`src/sv/timed_command_wheel_top_assert.svh`:
```
// ----------------------------------------------------------------------------
// Timed command wheel assertion macros
// Same-cycle and next-cycle implication checks on clk, gated by arst_n.
// ----------------------------------------------------------------------------
`ifndef TIMED_COMMAND_WHEEL_TOP_ASSERT_SVH
`define TIMED_COMMAND_WHEEL_TOP_ASSERT_SVH

// check post in the same cycle as pre
`define TCW_ASSERT_SAME(label, pre, post) \
	label: assert property (@(posedge clk) disable iff (!arst_n) (pre) |-> (post)) \
		else $error("timed command wheel check failed");

// check post in the cycle after pre
`define TCW_ASSERT_NEXT(label, pre, post) \
	label: assert property (@(posedge clk) disable iff (!arst_n) (pre) |=> (post)) \
		else $error("timed command wheel check failed");

`endif

```
`src/sv/tcw_pkg.sv`:
```
// ----------------------------------------------------------------------------
// Timed command wheel package
// Word types, result codes and controller/datapath handshake structs.
// ----------------------------------------------------------------------------
`timescale 1ns / 1ps

package tcw_pkg;

	localparam logic CMD_SCHED = 1'b0;
	localparam logic CMD_DRAIN = 1'b1;

	localparam logic [1:0] ST_OK    = 2'd0;
	localparam logic [1:0] ST_FAR   = 2'd1;
	localparam logic [1:0] ST_VOICE = 2'd2;

	localparam int LANE_W = 8;
	localparam int LAG_W  = 10;
	localparam int TICK_W = 32;
	localparam int DUE_W  = 32;
	localparam logic [LAG_W-1:0] LAG_RESET = 10'd16;

	typedef struct packed {
		logic              command;
		logic [2:0]        voice;
		logic [LANE_W-1:0] voice_code;
		logic [TICK_W-1:0] target_tick;
		logic [TICK_W-1:0] now_tick;
	} in_word_t;

	typedef struct packed {
		logic [1:0]       status;
		logic [DUE_W-1:0] due_codes;
		logic             any_due;
	} out_word_t;

	typedef struct packed {
		logic clr_step;
		logic load;
		logic calc;
		logic check;
		logic sched_wr;
		logic walk;
	} ctl_cmd_t;

	typedef struct packed {
		logic clr_last;
		logic sched_ok;
		logic walk_done;
	} dp_stat_t;

endpackage

```
`src/sv/tcw_ctrl.sv`:
```
// ----------------------------------------------------------------------------
// Timed command wheel controller
// Sequences reset clearing, schedule read-modify-write and drain walks.
// ----------------------------------------------------------------------------
`timescale 1ns / 1ps

module tcw_ctrl (
	input  logic             clk,
	input  logic             arst_n,
	input  logic             start,
	input  logic             command,
	output logic             busy,
	output tcw_pkg::ctl_cmd_t cmd,
	input  tcw_pkg::dp_stat_t stat
);

	import tcw_pkg::*;

	typedef enum logic [5:0] {
		S_CLEAR = 6'b000001,
		S_IDLE  = 6'b000010,
		S_CALC  = 6'b000100,
		S_CHECK = 6'b001000,
		S_WRITE = 6'b010000,
		S_WALK  = 6'b100000
	} state_t;

	state_t state_q;
	state_t state_nxt;

	always_comb begin
		cmd = '0;
		state_nxt = state_q;
		unique case (state_q)
			S_CLEAR: begin
				cmd.clr_step = 1'b1;
				if (stat.clr_last) begin
					state_nxt = S_IDLE;
				end
			end
			S_IDLE: begin
				if (start) begin
					cmd.load = 1'b1;
					state_nxt = (command == CMD_DRAIN) ? S_WALK : S_CALC;
				end
			end
			S_CALC: begin
				cmd.calc = 1'b1;
				state_nxt = S_CHECK;
			end
			S_CHECK: begin
				cmd.check = 1'b1;
				state_nxt = stat.sched_ok ? S_WRITE : S_IDLE;
			end
			S_WRITE: begin
				cmd.sched_wr = 1'b1;
				state_nxt = S_IDLE;
			end
			S_WALK: begin
				cmd.walk = 1'b1;
				if (stat.walk_done) begin
					state_nxt = S_IDLE;
				end
			end
			default: begin
				state_nxt = S_IDLE;
			end
		endcase
	end

	always_ff @(posedge clk or negedge arst_n) begin
		if (!arst_n) begin
			state_q <= S_CLEAR;
		end else begin
			state_q <= state_nxt;
		end
	end

	assign busy = (state_q != S_IDLE);

endmodule

```
`config.mk`:
```
export PLATFORM = sky130hd
export DESIGN_NAME = tcw_ctrl
export DESIGN_NICKNAME = d
export VERILOG_FILES = /design/src/sv/timed_command_wheel_top_assert.svh /design/src/sv/tcw_pkg.sv /design/src/sv/tcw_ctrl.sv
export SDC_FILE = /design/constraint.sdc
export NUM_CORES = 1
export LEC_CHECK = 0
export ABC_AREA = 0
export BUFFER_PORTS_ARGS = -buffer_cell sky130_fd_sc_hd__buf_2
export CAP_MARGIN = 20
export CORE_AREA = 5 5 42 44
export CTS_BUF_LIST = sky130_fd_sc_hd__clkbuf_8 sky130_fd_sc_hd__clkbuf_16
export CTS_CLUSTER_DIAMETER = 50
export DETAILED_ROUTE_END_ITERATION = 6
export DIE_AREA = 0 0 47 49
export PLACE_DENSITY = 0.43
export SYNTH_ARGS = -nofsm -noshare
export SYNTH_HDL_FRONTEND = slang
export SYNTH_SLANG_ARGS = --single-unit
```
`constraint.sdc`:
```
create_clock -name clk -period 2.95 [get_ports clk]
set_clock_uncertainty 0.2 [all_clocks]
set_input_delay 0.1475 -clock clk [delete_from_list [all_inputs] [get_ports clk]]
set_output_delay 0.1475 -clock clk [all_outputs]
set_load 0.005 [all_outputs]
```
== Word level (Yosys, flattened, before mapping) ==
Index checks and enable logic that the tools add are counted.
Storage, ports and cells
  register bits: 6
  input port bits: 7
  output and inout bits: 7
  logic and storage cells: 25
Operators by class
  equal/unequal tests: 10
  multiplexer cells: 13
  reductions and logical operators: 1
Operators with widths (count)
  one-hot mux 6 bit (5 select lines): 1
  2-to-1 mux 6 bit: 4
  2-to-1 mux 1 bit: 7
  equality test 6 x 1 -> 1 bit (second input constant): 1
  equality test 6 x 2 -> 1 bit (second input constant): 1
  equality test 6 x 3 -> 1 bit (second input constant): 1
  equality test 6 x 4 -> 1 bit (second input constant): 1
  equality test 6 x 5 -> 1 bit (second input constant): 1
  equality test 6 bit (second input constant): 1
  inequality test 2 bit (second input constant): 3
  inequality test 6 x 2 -> 1 bit (second input constant): 1
  2-to-1 mux 5 bit: 1
  AND reduction 3 bit: 1

== Logic depth before layout (Yosys ltp) ==
  depth in word-level cells: 3
  depth in mapped cells: 4
  gate-level depth less buffers: 4

== Worst setup path before layout ==
No wires, ideal clock.
  kind: register to register
  from: register state_q[1]
  to: register state_q[1]
  arrival time: 1388 ps
  required time: 2612 ps
  setup slack: 1224 ps
  cell stages (with the launch flop): 5
  period minus slack after synthesis: 1726 ps
  path through: dfrtp_1 or4_4 nor4b_2 nor2_1 nor4b_1
On the way
  cells in the longest elaborated chain, start to end: 3
  elaborated cells between the ends (all ways): 10
  those cells by class: eq/ne (8); mux (1); reduce/logical (1)
RTL lines
  from (decl): line tcw_ctrl.sv:28  | state_t state_q;
  from (signal assigned): line tcw_ctrl.sv:75  | state_q <= state_nxt;
  equality test 6 x 1 -> 1 bit (tied with other cells): line tcw_ctrl.sv:34  | unique case (state_q)
  inequality test 2 bit (no line)
  AND reduction 3 bit (no line)
Several ways; a longest one is shown, not always the timed one.
A chain may end at the register's enable or synchronous reset.

== Worst setup path after layout ==
  from: register state_q[5]
  to: output busy
On the way
  cells in the longest elaborated chain, start to end: 1
RTL lines
  inequality test 6 x 2 -> 1 bit: line tcw_ctrl.sv:79  | assign busy = (state_q != S_IDLE);
  to (decl): line tcw_ctrl.sv:12  | output logic busy,
No other way between the ends.

==> impl_metrics.json <==
{
  "status": "complete, no violations",
  "numPortBuffers": 13,
  "die_x_um": 47,
  "drc": 0,
  "place_ws_ns": 1.07,
  "n_fill_cell": 157,
  "grt_pass1_vias": 306,
  "yosys-top-cells-area": "dfrtp_1, nor3b_1, or4_4, dfstp_2, nor4b_4",
  "final_area_um2": 500,
  "ys_top_cells_by_count": "dfrtp_1, nor3b_1, or4_4",
  "vias": 289,
  "synth_nets": 32,
  "pwr-share-clk_pct": 34.3,
  "cts_hold_buf": 4,
  "setup_tns_ns": 0,
  "worst_hold_path.num_cells": 3,
  "largest-register": "state_q",
  "reg_top3": "state_q: 6 flops",
  "max_stage_delay_ns": 0.60,
  "dr.first_iter.drc_count": 1,
  "wl_per_cell_um": 12.4,
  "fin_util_pct": 35.7,
  "sw_frac_of_total_pct": 31.5,
  "synth-main-ff-cell": "dfrtp_1",
  "fin_nets": 54,
  "io_pins": 14,
  "numCtsBuffers": 3,
  "met3WireLength_um": 57,
  "p_switching_uw": 118,
  "endpoint_kind": "output pin",
  "die_area_mm2": 0.00230,
  "setup_viol": 0,
  "avgSynthCellArea_um2": 13.2,
  "max_slew.worst_pin.slew_ns": 0.312,
  "worst_slack_ns": 0.869,
  "antenna_found_initial": 0,
  "clockBufferDepth": 2,
  "grt_max_degree": 8,
  "path_class": "register to output pin",
  "clock_latency_ns": 0.23,
  "cts_setup_buffers": 0,
  "ant_nets": 0,
  "grt_pass1_wl_um": 1350,
  "synth_edf_count": 0,
  "largest_reg_flops": 6,
  "hold_violations": 0,
  "p_comb_share_pct": 32.7,
  "dp.final_hpwl_um": 620,
  "post-synth-top-area-fraction_pct": 37.9,
  "core_mm2": 0.00140,
  "clkTransAtPathRegs_ns": 0.04,
  "top_layer_used": "met4",
  "maxSlewViolCount": 0,
  "cts_max_level": 1,
  "fp.dieH_um": 49,
  "critPathSlowestCell": "or4_4",
  "cts_resized": 0,
  "cts.sinks": 6,
  "hp-class": "input port to register",
  "gr-total-overflow": 0,
  "worstSetupStartpointType": "register",
  "crit_chain": "or4_4, or3b_1, buf_2",
  "drive_above_1_share_pct": 54.3,
  "crit_family": "simple AND/OR/NAND/NOR gates",
  "placedInstanceArea_um2": 415,
  "fp-row-count": 14,
  "period_share_pct": 70.5,
  "ys_ff_latch": 6,
  "instances_no_fill": 62,
  "yosysSeqAreaShare_pct": 45.8,
  "p_int_uw": 256,
  "async_reset_ff_share_pct": 100,
  "yosysWarningCount": 0,
  "yosysTopAreaCell": "dfrtp_1",
  "ir_worst_vdd_v": 0.000303,
  "max_slew_margin_pct": 79.2,
  "syn_area_um2": 330,
  "rsz0062_at_grt": "false",
  "tritoncts": "yes",
  "antenna_cells": 0,
  "critPathRequiredTime_ns": 2.60,
  "syn-instance-count": 25,
  "wl_met1_um": 328,
  "fmax_ghz": 0.481,
  "crit_cells": 3,
  "synth_cell_types": 15,
  "cts_root_buf": "clkbuf_8",
  "p_leak_uw": 0.000232,
  "path_max_fanout": 5,
  "multi_input_area_um2": 179,
  "grtUsageTotal_pct": 8.30,
  "cp.arrival_ns": 1.73,
  "initial_utilization_pct": 23.6,
  "cap_violations": 0,
  "gp_congestion": 0.707,
  "critPathBufInv": 1,
  "wl_met2_um": 355,
  "r2r_cells": 4,
  "drt_pass1_iterations": 3,
  "area_delta_synth_final_pct": 51.5,
  "power_density_mw_per_mm2": 748,
  "routed_wl_um": 766,
  "min_period_ns": 2.08,
  "pwr-share-seq_pct": 33.0,
  "via_per_inst": 4.66,
  "regArea_um2": 151,
  "placed_cells": 54
}
[worst reg2reg max path, delay by kind of cell (launching register included)]
family / cells / cell delay (ns)
DFF: 1 / 0.46
and+or+nand+nor: 4 / 1.09
[layout by cell type, fill, tap and decap left out]
| cell type | n |
|---|---|
| dfrtp_1 | 5 |
| buf_2 | 13 |
| nor3b_2 | 1 |
| a21o_1 | 1 |
| clkbuf_8 | 3 |
| inv_1 | 1 |
| nor4_1 | 1 |
| nor4b_1 | 1 |
| nand2_1 | 1 |
| or4_4 | 3 |
| dfstp_2 | 1 |
| nor3_2 | 1 |
| nor3b_1 | 5 |
| nor4b_4 | 1 |
| nor2_1 | 1 |
| nor4b_2 | 1 |
| or3b_1 | 1 |
| and2_2 | 1 |
| dlygate4sd3_1 | 4 |
[path summary, 6_finish.rpt]
check                                start    endpoint  slack (ns)
worst max-delay path            state_q[5]        busy        0.87
worst min-delay path                 start  state_q[2]       0.005
worst max register to register  state_q[1]  state_q[1]        1.07
worst min register to register  state_q[3]  state_q[3]        0.30
max in group asynchronous           arst_n  state_q[0]        2.25
min in group asynchronous           arst_n  state_q[3]        0.08
[power by group through the flow]
stage	registers [µW]	logic, µW	clock network (µW)
floorplan	118	86.9	0
global placement	124	118	0
detailed placement	124	121	0
CTS	123	125	131
global route	127	136	134
finish	124	123	128
[cell families (layout without fill, tap and decap cells)]
group | Yosys count | after routing | synth area share [%]
and+or+nand+nor | 18 | 18 | 51.9
buffers and inverters | 0 | 21 | 0
DFF | 6 | 6 | 45.8
AOI/OAI and AO/OA | 1 | 1 | 2.27
[per-stage QoR]
stage                     total power, µW  hold slack [ns]
after global placement                242           -0.221
after global routing                  397           0.0280
after CTS                             379          0.00657
after floorplan                       204           -0.348
after detailed placement              245           -0.222
final                                 375          0.00521
[metal layers]
metal	GRT usage [%]	vias up
met5	0	-
met4	6.91	0
met3	3.32	3
met2	11.1	9
met1	9.89	138
li1	-	139
[cell type report]
| cell class | count | share of cell area, % |
|---|---|---|
| Multi-Input combinational cell | 19 | 35.8 |
| Clock inverter | 1 | 0.750 |
| Timing Repair Buffer | 17 | 21.0 |
| Clock buffer | 3 | 8.25 |
| Tap cell | 16 | 4.00 |
| Sequential cell | 6 | 30.2 |
No activity file was read; power rests on OpenSTA's default activity.
